==> src/hdl/sxfs_pkg.sv <==
// ----------------------------------------------------------------------------
// sxfs_pkg: shared types, constants and helpers of the sprite XOR frame store.
// Holds the controller/datapath command and status bundles, field widths and
// the wrap-around function used for screen coordinates.
// ----------------------------------------------------------------------------
package sxfs_pkg;

    // Default screen size in pixels.
    localparam int unsigned SCREEN_WIDTH_DEF  = 64;
    localparam int unsigned SCREEN_HEIGHT_DEF = 32;

    // Field widths of the input beat.
    localparam int unsigned ORIGIN_W = 8;
    localparam int unsigned ROW_IDX_W = 4;
    localparam int unsigned SPRITE_W = 8;
    localparam int unsigned BIT_IDX_W = 3;

    // Field widths of the output beat.
    localparam int unsigned PIX_X_W = 6;
    localparam int unsigned PIX_Y_W = 5;

    // Coordinate sums are at most 255 + 15, and the screen is at least eight
    // pixels on a side, so the quotient stays below 64: six trial subtracts.
    localparam int unsigned SUM_W      = ORIGIN_W + 1;
    localparam int unsigned WRAP_STEPS = 6;

    // Commands from the controller to the datapath.
    typedef struct packed {
        logic load_item;   // capture the accepted input beat
        logic ram_rd;      // read the addressed screen row
        logic row_load;    // copy the read row into the working row
        logic bit_step;    // toggle the next set sprite bit and emit a result
        logic sweep_wr;    // write one zero row of the clearing sweep
        logic emit_single; // emit the single result of a clear or empty row
    } t_cmd;

    // Status from the datapath to the controller.
    typedef struct packed {
        logic in_clear;    // the beat on the input is a clear operation
        logic in_empty;    // the beat on the input has no sprite bit set
        logic out_free;    // the output register can take a result this cycle
        logic last_bit;    // the bit being processed is the last set bit
        logic sweep_last;  // the clearing sweep is at its last row
    } t_status;

    // Value modulo a constant, by restoring trial subtraction.
    function automatic logic [SUM_W-1:0] wrap_mod(input logic [SUM_W-1:0] value,
                                                  input int unsigned modulus);
        logic [SUM_W-1:0] rem;
        rem = value;
        for (int k = WRAP_STEPS - 1; k >= 0; k--) begin
            if (32'(rem) >= (modulus << k)) begin
                rem = rem - SUM_W'(modulus << k);
            end
        end
        return rem;
    endfunction

endpackage

==> src/hdl/sxfs_ram.sv <==
// ----------------------------------------------------------------------------
// sxfs_ram: generic single-port RAM with registered read data.
// One access per cycle while i_en is high: a write when i_we is high, otherwise a read.
// ----------------------------------------------------------------------------
module sxfs_ram #(
    parameter int unsigned WIDTH = 8,
    parameter int unsigned DEPTH = 16
) (
    input  logic                     i_clk,
    input  logic                     i_en,
    input  logic                     i_we,
    input  logic [$clog2(DEPTH)-1:0] i_addr,
    input  logic [WIDTH-1:0]         i_wdata,
    output logic [WIDTH-1:0]         o_rdata
);

    logic [WIDTH-1:0] r_mem [DEPTH];
    logic [WIDTH-1:0] r_rdata;

    // Write or read one word.
    always_ff @(posedge i_clk) begin
        if (i_en) begin
            if (i_we) begin
                r_mem[i_addr] <= i_wdata;
            end else begin
                r_rdata <= r_mem[i_addr];
            end
        end
    end

    assign o_rdata = r_rdata;

endmodule

==> src/hdl/sxfs_ctrl.sv <==
// ----------------------------------------------------------------------------
// sxfs_ctrl: controller of the sprite XOR frame store.
// Sequences the clearing sweep, the row read, the per-bit toggles and the
// single results of clear and empty rows.
// ----------------------------------------------------------------------------
module sxfs_ctrl (
    input  logic              i_clk,
    input  logic              i_rst_n,
    input  logic              i_in_valid,
    output logic              o_in_ready,
    input  sxfs_pkg::t_status i_status,
    output sxfs_pkg::t_cmd    o_cmd
);

    typedef enum logic [2:0] {
        S_INIT,
        S_IDLE,
        S_READ,
        S_LOAD,
        S_BITS,
        S_CLEAR,
        S_SINGLE
    } t_state;

    t_state r_state;
    t_state n_state;
    logic   r_ready;
    logic   n_ready;
    logic   accept;

    assign accept     = i_in_valid && r_ready;
    assign o_in_ready = r_ready;

    // Next state and commands.
    always_comb begin
        n_state = r_state;
        n_ready = r_ready;
        o_cmd   = '0;
        unique case (r_state)
            S_INIT: begin
                o_cmd.sweep_wr = 1'b1;
                if (i_status.sweep_last) begin
                    n_state = S_IDLE;
                    n_ready = 1'b1;
                end
            end
            S_IDLE: begin
                if (accept) begin
                    o_cmd.load_item = 1'b1;
                    n_ready         = 1'b0;
                    if (i_status.in_clear) begin
                        n_state = S_CLEAR;
                    end else if (i_status.in_empty) begin
                        n_state = S_SINGLE;
                    end else begin
                        n_state = S_READ;
                    end
                end
            end
            S_READ: begin
                o_cmd.ram_rd = 1'b1;
                n_state      = S_LOAD;
            end
            S_LOAD: begin
                o_cmd.row_load = 1'b1;
                n_state        = S_BITS;
            end
            S_BITS: begin
                if (i_status.out_free) begin
                    o_cmd.bit_step = 1'b1;
                    if (i_status.last_bit) begin
                        n_state = S_IDLE;
                        n_ready = 1'b1;
                    end
                end
            end
            S_CLEAR: begin
                o_cmd.sweep_wr = 1'b1;
                if (i_status.sweep_last) begin
                    n_state = S_SINGLE;
                end
            end
            S_SINGLE: begin
                if (i_status.out_free) begin
                    o_cmd.emit_single = 1'b1;
                    n_state           = S_IDLE;
                    n_ready           = 1'b1;
                end
            end
            default: begin
                n_state = S_IDLE;
                n_ready = 1'b1;
            end
        endcase
    end

    // State and registered ready.
    always_ff @(posedge i_clk) begin
        if (!i_rst_n) begin
            r_state <= S_INIT;
            r_ready <= 1'b0;
        end else begin
            r_state <= n_state;
            r_ready <= n_ready;
        end
    end

    // Ready is only offered between items.
    a_ready_idle: assert property (@(posedge i_clk) disable iff (!i_rst_n)
        r_ready |-> (r_state == S_IDLE))
        else $error("ready outside idle state");

    // An accepted beat closes the input until its work is done.
    a_accept_closes: assert property (@(posedge i_clk) disable iff (!i_rst_n)
        accept |=> !r_ready)
        else $error("input still open after accept");

    // The last bit of a row returns the block to idle.
    a_last_bit_ends: assert property (@(posedge i_clk) disable iff (!i_rst_n)
        (r_state == S_BITS && i_status.out_free && i_status.last_bit) |=> r_ready)
        else $error("row not finished after last bit");

endmodule

==> src/hdl/sxfs_dpath.sv <==
// ----------------------------------------------------------------------------
// sxfs_dpath: datapath of the sprite XOR frame store.
// Holds the current item, the working screen row, the collision flag, the
// sweep counter and the output register, and drives the frame RAM port.
// ----------------------------------------------------------------------------
module sxfs_dpath #(
    parameter int unsigned SCREEN_WIDTH  = sxfs_pkg::SCREEN_WIDTH_DEF,
    parameter int unsigned SCREEN_HEIGHT = sxfs_pkg::SCREEN_HEIGHT_DEF,
    localparam int unsigned XW = $clog2(SCREEN_WIDTH),
    localparam int unsigned YW = $clog2(SCREEN_HEIGHT)
) (
    input  logic                               i_clk,
    input  logic                               i_rst_n,
    input  sxfs_pkg::t_cmd                     i_cmd,
    output sxfs_pkg::t_status                  o_status,
    // Input fields.
    input  logic                               i_operation,
    input  logic [sxfs_pkg::ORIGIN_W-1:0]      i_origin_x,
    input  logic [sxfs_pkg::ORIGIN_W-1:0]      i_origin_y,
    input  logic [sxfs_pkg::ROW_IDX_W-1:0]     i_row_index,
    input  logic [sxfs_pkg::SPRITE_W-1:0]      i_sprite_row,
    input  logic                               i_first_row,
    input  logic                               i_last_row,
    // Output register.
    input  logic                               i_out_ready,
    output logic                               o_out_valid,
    output logic                               o_pixel_valid,
    output logic [sxfs_pkg::PIX_X_W-1:0]       o_pixel_x,
    output logic [sxfs_pkg::PIX_Y_W-1:0]       o_pixel_y,
    output logic                               o_pixel_value,
    output logic                               o_collision,
    output logic                               o_run_last,
    output logic                               o_sprite_done,
    // Frame RAM port.
    output logic                               o_ram_en,
    output logic                               o_ram_we,
    output logic [YW-1:0]                      o_ram_addr,
    output logic [SCREEN_WIDTH-1:0]            o_ram_wdata,
    input  logic [SCREEN_WIDTH-1:0]            i_ram_rdata
);

    // Current item.
    logic                              r_op;
    logic [sxfs_pkg::ORIGIN_W-1:0]     r_ox;
    logic [YW-1:0]                     r_py;
    logic [sxfs_pkg::SPRITE_W-1:0]     r_bits;
    logic                              r_last;
    logic [SCREEN_WIDTH-1:0]           r_row;
    logic                              r_coll;
    logic [YW-1:0]                     r_sweep;

    // Output register.
    logic                              r_out_valid;
    logic                              r_o_pix;
    logic [sxfs_pkg::PIX_X_W-1:0]      r_o_x;
    logic [sxfs_pkg::PIX_Y_W-1:0]      r_o_y;
    logic                              r_o_val;
    logic                              r_o_coll;
    logic                              r_o_last;
    logic                              r_o_done;

    logic [sxfs_pkg::SUM_W-1:0]        y_sum;
    logic [YW-1:0]                     n_py;
    logic [sxfs_pkg::SPRITE_W-1:0]     top_bit;
    logic [sxfs_pkg::BIT_IDX_W-1:0]    col;
    logic [sxfs_pkg::SUM_W-1:0]        x_sum;
    logic [XW-1:0]                     px;
    logic                              prev;
    logic [SCREEN_WIDTH-1:0]           n_row;
    logic [sxfs_pkg::SPRITE_W-1:0]     n_bits;
    logic                              sweep_last;
    logic                              out_free;

    // Wrapped row of the accepted beat.
    assign y_sum = sxfs_pkg::SUM_W'(i_origin_y) + sxfs_pkg::SUM_W'(i_row_index);
    assign n_py  = YW'(sxfs_pkg::wrap_mod(y_sum, SCREEN_HEIGHT));

    // Leftmost remaining sprite bit and its wrapped column.
    always_comb begin
        top_bit = '0;
        col     = '0;
        for (int b = 0; b < sxfs_pkg::SPRITE_W; b++) begin
            if (r_bits[b]) begin
                top_bit = sxfs_pkg::SPRITE_W'(1) << b;
                col     = sxfs_pkg::BIT_IDX_W'(sxfs_pkg::SPRITE_W - 1 - b);
            end
        end
    end

    assign x_sum  = sxfs_pkg::SUM_W'(r_ox) + sxfs_pkg::SUM_W'(col);
    assign px     = XW'(sxfs_pkg::wrap_mod(x_sum, SCREEN_WIDTH));
    assign prev   = r_row[px];
    assign n_bits = r_bits & ~top_bit;

    // Working row with the current pixel toggled.
    always_comb begin
        n_row     = r_row;
        n_row[px] = ~prev;
    end

    assign sweep_last = (r_sweep == YW'(SCREEN_HEIGHT - 1));
    assign out_free   = !r_out_valid || i_out_ready;

    // Status to the controller.
    always_comb begin
        o_status            = '0;
        o_status.in_clear   = i_operation;
        o_status.in_empty   = (i_sprite_row == '0);
        o_status.out_free   = out_free;
        o_status.last_bit   = (n_bits == '0);
        o_status.sweep_last = sweep_last;
    end

    // Frame RAM port: sweep writes zero rows, the last bit writes the row back.
    assign o_ram_we    = i_cmd.sweep_wr || (i_cmd.bit_step && (n_bits == '0));
    assign o_ram_en    = o_ram_we || i_cmd.ram_rd;
    assign o_ram_addr  = i_cmd.sweep_wr ? r_sweep : r_py;
    assign o_ram_wdata = i_cmd.sweep_wr ? '0 : n_row;

    // Item payload and working row.
    always_ff @(posedge i_clk) begin
        if (i_cmd.load_item) begin
            r_op   <= i_operation;
            r_ox   <= i_origin_x;
            r_py   <= n_py;
            r_bits <= i_sprite_row;
            r_last <= i_last_row;
        end else if (i_cmd.bit_step) begin
            r_bits <= n_bits;
        end
        if (i_cmd.row_load) begin
            r_row <= i_ram_rdata;
        end else if (i_cmd.bit_step) begin
            r_row <= n_row;
        end
    end

    // Collision flag and sweep counter.
    always_ff @(posedge i_clk) begin
        if (!i_rst_n) begin
            r_coll  <= 1'b0;
            r_sweep <= '0;
        end else begin
            if (i_cmd.load_item && !i_operation && i_first_row) begin
                r_coll <= 1'b0;
            end else if (i_cmd.bit_step) begin
                r_coll <= r_coll | prev;
            end
            if (i_cmd.sweep_wr) begin
                r_sweep <= sweep_last ? '0 : r_sweep + YW'(1);
            end
        end
    end

    // Output valid flag.
    always_ff @(posedge i_clk) begin
        if (!i_rst_n) begin
            r_out_valid <= 1'b0;
        end else if (i_cmd.bit_step || i_cmd.emit_single) begin
            r_out_valid <= 1'b1;
        end else if (i_out_ready) begin
            r_out_valid <= 1'b0;
        end
    end

    // Output payload.
    always_ff @(posedge i_clk) begin
        if (i_cmd.bit_step) begin
            r_o_pix  <= 1'b1;
            r_o_x    <= sxfs_pkg::PIX_X_W'(px);
            r_o_y    <= sxfs_pkg::PIX_Y_W'(r_py);
            r_o_val  <= ~prev;
            r_o_coll <= r_coll | prev;
            r_o_last <= (n_bits == '0);
            r_o_done <= (n_bits == '0) && r_last;
        end else if (i_cmd.emit_single) begin
            r_o_pix  <= 1'b0;
            r_o_x    <= '0;
            r_o_y    <= '0;
            r_o_val  <= 1'b0;
            r_o_coll <= r_coll;
            r_o_last <= 1'b1;
            r_o_done <= !r_op && r_last;
        end
    end

    assign o_out_valid   = r_out_valid;
    assign o_pixel_valid = r_o_pix;
    assign o_pixel_x     = r_o_x;
    assign o_pixel_y     = r_o_y;
    assign o_pixel_value = r_o_val;
    assign o_collision   = r_o_coll;
    assign o_run_last    = r_o_last;
    assign o_sprite_done = r_o_done;

    // A new result never overwrites one that is still waiting.
    a_no_overwrite: assert property (@(posedge i_clk) disable iff (!i_rst_n)
        (i_cmd.bit_step || i_cmd.emit_single) |-> (!r_out_valid || i_out_ready))
        else $error("result overwritten");

    // A bit step always has a sprite bit left to draw.
    a_bits_left: assert property (@(posedge i_clk) disable iff (!i_rst_n)
        i_cmd.bit_step |-> (r_bits != '0))
        else $error("bit step with no bit left");

    // The sweep counter stays on the screen.
    a_sweep_range: assert property (@(posedge i_clk) disable iff (!i_rst_n)
        r_sweep <= YW'(SCREEN_HEIGHT - 1))
        else $error("sweep address off screen");

endmodule

==> src/hdl/sprite_xor_frame_store_top.sv <==
// ----------------------------------------------------------------------------
// sprite_xor_frame_store_top: monochrome XOR frame store for a CHIP-8 display.
// Draws sprite rows by XOR into a row-wide frame RAM, reports each toggled
// pixel with a running collision flag, and clears the screen on request.
//
// Channel    Dir  Beat carries
// s_axis     in   tuser: operation; tlast: last_row; tdata: origin, row, bits
// m_axis     out  tuser: pixel_valid; tlast: run_last; tdata: pixel report
//
// A draw reads its row once through the single frame RAM port, then toggles
// one set sprite bit per cycle while the output register is free, with the row
// written back on the last one. An empty row gives a single result. A clear
// writes one zero row per cycle, then gives a single result. After reset the
// same sweep runs before s_axis_tready rises. A stall on m_axis holds the
// item's progress until the beat is taken.
// ----------------------------------------------------------------------------
module sprite_xor_frame_store_top #(
    parameter int unsigned SCREEN_WIDTH  = sxfs_pkg::SCREEN_WIDTH_DEF,
    parameter int unsigned SCREEN_HEIGHT = sxfs_pkg::SCREEN_HEIGHT_DEF
) (
    input  logic        i_clk,
    input  logic        i_rst_n,
    input  logic        s_axis_tvalid,
    output logic        s_axis_tready,
    // origin_x[7:0], origin_y[15:8], row_index[19:16], sprite_row[27:20],
    // first_row[28], zero[31:29]
    input  logic [31:0] s_axis_tdata,
    // operation[0]
    input  logic        s_axis_tuser,
    input  logic        s_axis_tlast,
    output logic        m_axis_tvalid,
    input  logic        m_axis_tready,
    // pixel_x[5:0], pixel_y[10:6], pixel_value[11], collision[12],
    // sprite_done[13], zero[15:14]
    output logic [15:0] m_axis_tdata,
    // pixel_valid[0]
    output logic        m_axis_tuser,
    output logic        m_axis_tlast
);

    localparam int unsigned YW = $clog2(SCREEN_HEIGHT);

    sxfs_pkg::t_cmd                cmd;
    sxfs_pkg::t_status             status;
    logic                          ram_en;
    logic                          ram_we;
    logic [YW-1:0]                 ram_addr;
    logic [SCREEN_WIDTH-1:0]       ram_wdata;
    logic [SCREEN_WIDTH-1:0]       ram_rdata;
    logic [sxfs_pkg::PIX_X_W-1:0]  pixel_x;
    logic [sxfs_pkg::PIX_Y_W-1:0]  pixel_y;
    logic                          pixel_value;
    logic                          collision;
    logic                          sprite_done;

    // Sequencer.
    sxfs_ctrl u_ctrl (
        .i_clk      (i_clk),
        .i_rst_n    (i_rst_n),
        .i_in_valid (s_axis_tvalid),
        .o_in_ready (s_axis_tready),
        .i_status   (status),
        .o_cmd      (cmd)
    );

    // Item registers, working row and output register.
    sxfs_dpath #(
        .SCREEN_WIDTH  (SCREEN_WIDTH),
        .SCREEN_HEIGHT (SCREEN_HEIGHT)
    ) u_dpath (
        .i_clk         (i_clk),
        .i_rst_n       (i_rst_n),
        .i_cmd         (cmd),
        .o_status      (status),
        .i_operation   (s_axis_tuser),
        .i_origin_x    (s_axis_tdata[7:0]),
        .i_origin_y    (s_axis_tdata[15:8]),
        .i_row_index   (s_axis_tdata[19:16]),
        .i_sprite_row  (s_axis_tdata[27:20]),
        .i_first_row   (s_axis_tdata[28]),
        .i_last_row    (s_axis_tlast),
        .i_out_ready   (m_axis_tready),
        .o_out_valid   (m_axis_tvalid),
        .o_pixel_valid (m_axis_tuser),
        .o_pixel_x     (pixel_x),
        .o_pixel_y     (pixel_y),
        .o_pixel_value (pixel_value),
        .o_collision   (collision),
        .o_run_last    (m_axis_tlast),
        .o_sprite_done (sprite_done),
        .o_ram_en      (ram_en),
        .o_ram_we      (ram_we),
        .o_ram_addr    (ram_addr),
        .o_ram_wdata   (ram_wdata),
        .i_ram_rdata   (ram_rdata)
    );

    // Frame store, one screen row per word.
    sxfs_ram #(
        .WIDTH (SCREEN_WIDTH),
        .DEPTH (SCREEN_HEIGHT)
    ) u_frame_ram (
        .i_clk   (i_clk),
        .i_en    (ram_en),
        .i_we    (ram_we),
        .i_addr  (ram_addr),
        .i_wdata (ram_wdata),
        .o_rdata (ram_rdata)
    );

    // Pack the pixel report.
    assign m_axis_tdata = {2'b00, sprite_done, collision, pixel_value, pixel_y, pixel_x};

endmodule

==> config.mk <==
export PLATFORM = sky130hd
export DESIGN_NAME = sprite_xor_frame_store_top
export DESIGN_NICKNAME = d
export VERILOG_FILES = /design/src/hdl/sxfs_pkg.sv /design/src/hdl/sxfs_ram.sv /design/src/hdl/sxfs_ctrl.sv /design/src/hdl/sxfs_dpath.sv /design/src/hdl/sprite_xor_frame_store_top.sv
export SDC_FILE = /design/constraint.sdc
export NUM_CORES = 2
export LEC_CHECK = 0
export BUFFER_PORTS_ARGS = -buffer_cell sky130_fd_sc_hd__buf_2
export CELL_PAD_IN_SITES_DETAIL_PLACEMENT = 1
export CELL_PAD_IN_SITES_GLOBAL_PLACEMENT = 1
export CORE_MARGIN = 2
export CORE_UTILIZATION = 35
export CTS_BUF_LIST = sky130_fd_sc_hd__clkbuf_4 sky130_fd_sc_hd__clkbuf_8
export CTS_CLUSTER_SIZE = 14
export DETAILED_ROUTE_END_ITERATION = 7
export GPL_TIMING_DRIVEN = 0
export PLACE_DENSITY_LB_ADDON = 0.1
export SLEW_MARGIN = 30
export SYNTH_ARGS = -nofsm -noshare
export SYNTH_HDL_FRONTEND = slang
export SYNTH_SLANG_ARGS = --single-unit
==> constraint.sdc <==
create_clock -name i_clk -period 13.5 [get_ports i_clk]
set_input_delay 2.7 -clock i_clk [delete_from_list [all_inputs] [get_ports i_clk]]
set_output_delay 2.7 -clock i_clk [all_outputs]
set_load 0.02 [all_outputs]
==> results_dict.tcl <==
set metrics [dict create \
    yosysMostFrequentCell "edfxtp_1" \
    power_frac_seq_pct 49.7 \
    critPathMaxStageDelay_ns 0.89 \
    gr-total-overflow 0 \
    synthCells 4351 \
    cpMaxStageDelayCell "nand2_1" \
    cts_num_sinks 2224 \
    synth.distinct_cells 58 \
    grt_pass1_wl_microns 445000 \
    ys_warn_count 0 \
    syn_area_sq_mm 0.0860 \
    p_sw_mw 3.92 \
    place_hpwl_microns 227000 \
    drive_above_1_share_pct 30.2 \
    slew_viol_final 0 \
    synth_flop_cell "edfxtp_1" \
    seq_area_sq_mm 0.0667 \
    rows 181 \
    die_w_microns 500 \
    initial_utilization_pct 35.3 \
    cts_root_buf "clkbuf_8" \
    worst-setup-path-type "register to register" \
    critPathRequiredTime_ns 14.11 \
    drt_iter0_drc 6192 \
    maxCapViolCount 0 \
    core_sq_mm 0.244 \
    finalCritPeriodShare_pct 49.0 \
    path_cells "buf_2 -> xor2_1 -> o21ai_0 -> nand2_1 -> buf_2 -> buf_2 -> buf_2 -> mux2i_1 -> o22ai_1 -> nor4_1 -> nand3_1" \
    holdCritStartpoint "u_dpath.o_pixel_valid" \
    critPathLaunch "u_ctrl.r_state[2]" \
    power.share.clock_pct 40.3 \
    n_fill_cell 22900 \
    rsz0062_at_grt "false" \
    outcome "completed" \
    fin_cells 8592 \
    fin_nets 5140 \
    cts_resized 0 \
    synth_top_area_share_pct 77.3 \
    grt_pass1_vias 50300 \
    synth-seq-cells 2224 \
    holdCritPathClass "register to register" \
    grt_max_degree 33 \
    powerDensity_mw_per_mm2 147 \
    cts_setup_buffers 0 \
    p_leak_nw 35.9 \
    syn2layout_area_growth_pct 23.1 \
    hold_viol_final 0 \
    yosys-top-cells-area "edfxtp_1, mux4_2, mux2i_1, a22oi_1, nand2_1" \
    cts_inserted_buffers 403 \
    synth_edf_count 2212 \
    gp_congestion 0.813 \
    cts_buffer_depth 4 \
    power_mw 15.5 \
    dp.cells 7887 \
    cts_tree "built" \
    cpMostUsedCell "buf_2" \
    grt_use_total_pct 26.2 \
    cp-end-kind "register" \
    avgSynthCellArea_sq_um 19.8 \
    post_drt_via_cell_ratio 5.74 \
    yosysSeqAreaShare_pct 77.6 \
    hold_buffers 0 \
    max_freq_mhz 151 \
    antenna_left 0 \
    critPathLaunchType "register" \
    multi_input_area_sq_mm 0.0189 \
    hold_slack_ns 0.503 \
    yosysTopAreaCell "edfxtp_1" \
    fin_crit_ns 6.61 \
    fin_skew_ns 0.0735 \
    cts_max_level 5 \
    rr_startpoint "u_ctrl.r_state[2]" \
    insertion_delay_ns 1.11 \
    ff2ff_path_depth 11 \
    path_clk_slew_ns 0.06 \
    antenna_found_initial 25 \
    critical_path_arrival_ns 7.22 \
    worst_pin_slew_ns 1.08 \
    ir_drop_v 0.0000693 \
    ios 58 \
    synth_top_cells_by_count "edfxtp_1, mux4_2, nand2_1, mux2i_1, a22oi_1" \
    pwr-share-comb_pct 10.0 \
    maxSlewHeadroom_pct 28.0 \
    via_count 49300 \
    pre_cts_slack_ns 6.60 \
    drc 0 \
    die-height_microns 500 \
    crit_fanout 10 \
    place_area_sq_mm 0.0982 \
    dr.pass1.iters 5 \
    dieArea_sq_mm 0.250 \
    wl_microns 329000 \
    io_buffer_count 47 \
    async_flop_share_pct 0 \
    worst_slack_ns 6.89 \
    hold_depth 2 \
    netSwitchingFraction_pct 25.2 \
    intPower_mw 11.6 \
    stdcell_area_sq_mm 0.106 \
    routedWlPerCell_microns 38.3 \
    setup_viol 0 \
]
logic make-up (layout without fill, tap and decap cells):
group,after synthesis,in the layout,share of synthesized area [%]
XOR/XNOR,11,11,0.134
buffers and inverters,270,1292,1.39
adder cells (fa/ha/maj),12,12,0.189
AND/OR/NAND/NOR,696,696,3.62
AO/OA/AOI/OAI,518,518,4.12
other,1,18,0.00436
flip-flops,2224,2224,77.6
multiplexers,619,619,13.0
worst paths after layout:
| kind | endpoint | slack, ns |
|---|---|---|
| setup reg to reg | u_frame_ram.o_rdata[40] | 6.89 |
| hold reg to reg | u_dpath.o_pixel_valid | 0.50 |
| hold / removal | u_dpath.o_pixel_valid | 0.50 |
| setup / recovery | u_frame_ram.o_rdata[40] | 6.89 |
sequential cells by signal, indices dropped and copies added (netlist names), 3 cells and up:
name	cells
u_dpath.o_pixel_y	5
u_dpath.r_bits	8
u_frame_ram.o_rdata	64
u_dpath.r_py	5
u_ctrl.r_state	3
u_dpath.r_sweep	5
u_dpath.o_pixel_x	6
u_dpath.r_row	64
u_frame_ram.r_mem	2048
u_dpath.r_ox	6
per-stage QoR:
step	utilization (%)	setup TNS [ns]
6_report	43.4	0
5_1_grt	43.4	0
4_1_cts	43.4	0
3_5_place_dp	40.3	0
3_3_place_gp	37.0	-881.13
2_1_floorplan	-	0
per-layer routing:
| layer | GRT usage, % | vias to the layer above | wire length [microns] |
|---|---|---|---|
| met5 | 0 | - | 23 |
| met4 | 7.90 | 4 | 9820 |
| met3 | 4.59 | 511 | 22000 |
| met2 | 41.4 | 2106 | 155000 |
| met1 | 37.2 | 27100 | 143000 |
| li1 | - | 19600 | - |
final cells by class:
cell class              instances  area share (%)
flip-flops and latches       2224            63.0
diodes                         16          0.0378
well taps                    3202            3.79
clock inverters               158           0.998
plain buffers                 256            1.19
inverters                      14          0.0496
clock buffers                 530            6.18
multi-input cells            1858            17.9
repair buffers                334            6.91
power groups by stage:
stage	logic [mW]	registers, mW	clock network, mW
3_5_place_dp	1.56	7.87	0
2_1_floorplan	0.728	7.87	0
4_1_cts	1.56	7.72	6.37
3_3_place_gp	1.40	7.91	0
5_1_grt	1.61	7.73	6.65
6_report	1.56	7.72	6.26
worst max-delay path, delay by kind of cell, from the launching register on:
family / cells / cell delay, ns
XOR/XNOR: 1 / 0.56
AND/OR/NAND/NOR: 3 / 2.39
multiplexers: 1 / 0.31
flip-flops: 1 / 0.30
buffers and inverters: 4 / 2.05
AO/OA/AOI/OAI: 2 / 0.50
cells in the final DEF (no fill, tap or decap), types with 48 or more instances in the layout:
| cell type | instances |
|---|---|
| a22oi_1 | 193 |
| buf_12 | 48 |
| buf_16 | 210 |
| buf_2 | 158 |
| clkbuf_1 | 66 |
| clkbuf_4 | 132 |
| clkbuf_8 | 410 |
| clkinv_1 | 101 |
| edfxtp_1 | 2212 |
| mux2i_1 | 217 |
| mux4_2 | 396 |
| nand2_1 | 281 |
| nand3_1 | 60 |
| nand4_1 | 58 |
| nor2_1 | 89 |
| nor2_4 | 95 |
| o21ai_0 | 84 |
| o22ai_1 | 54 |
Note: power is estimated with default switching activity, not from simulation.
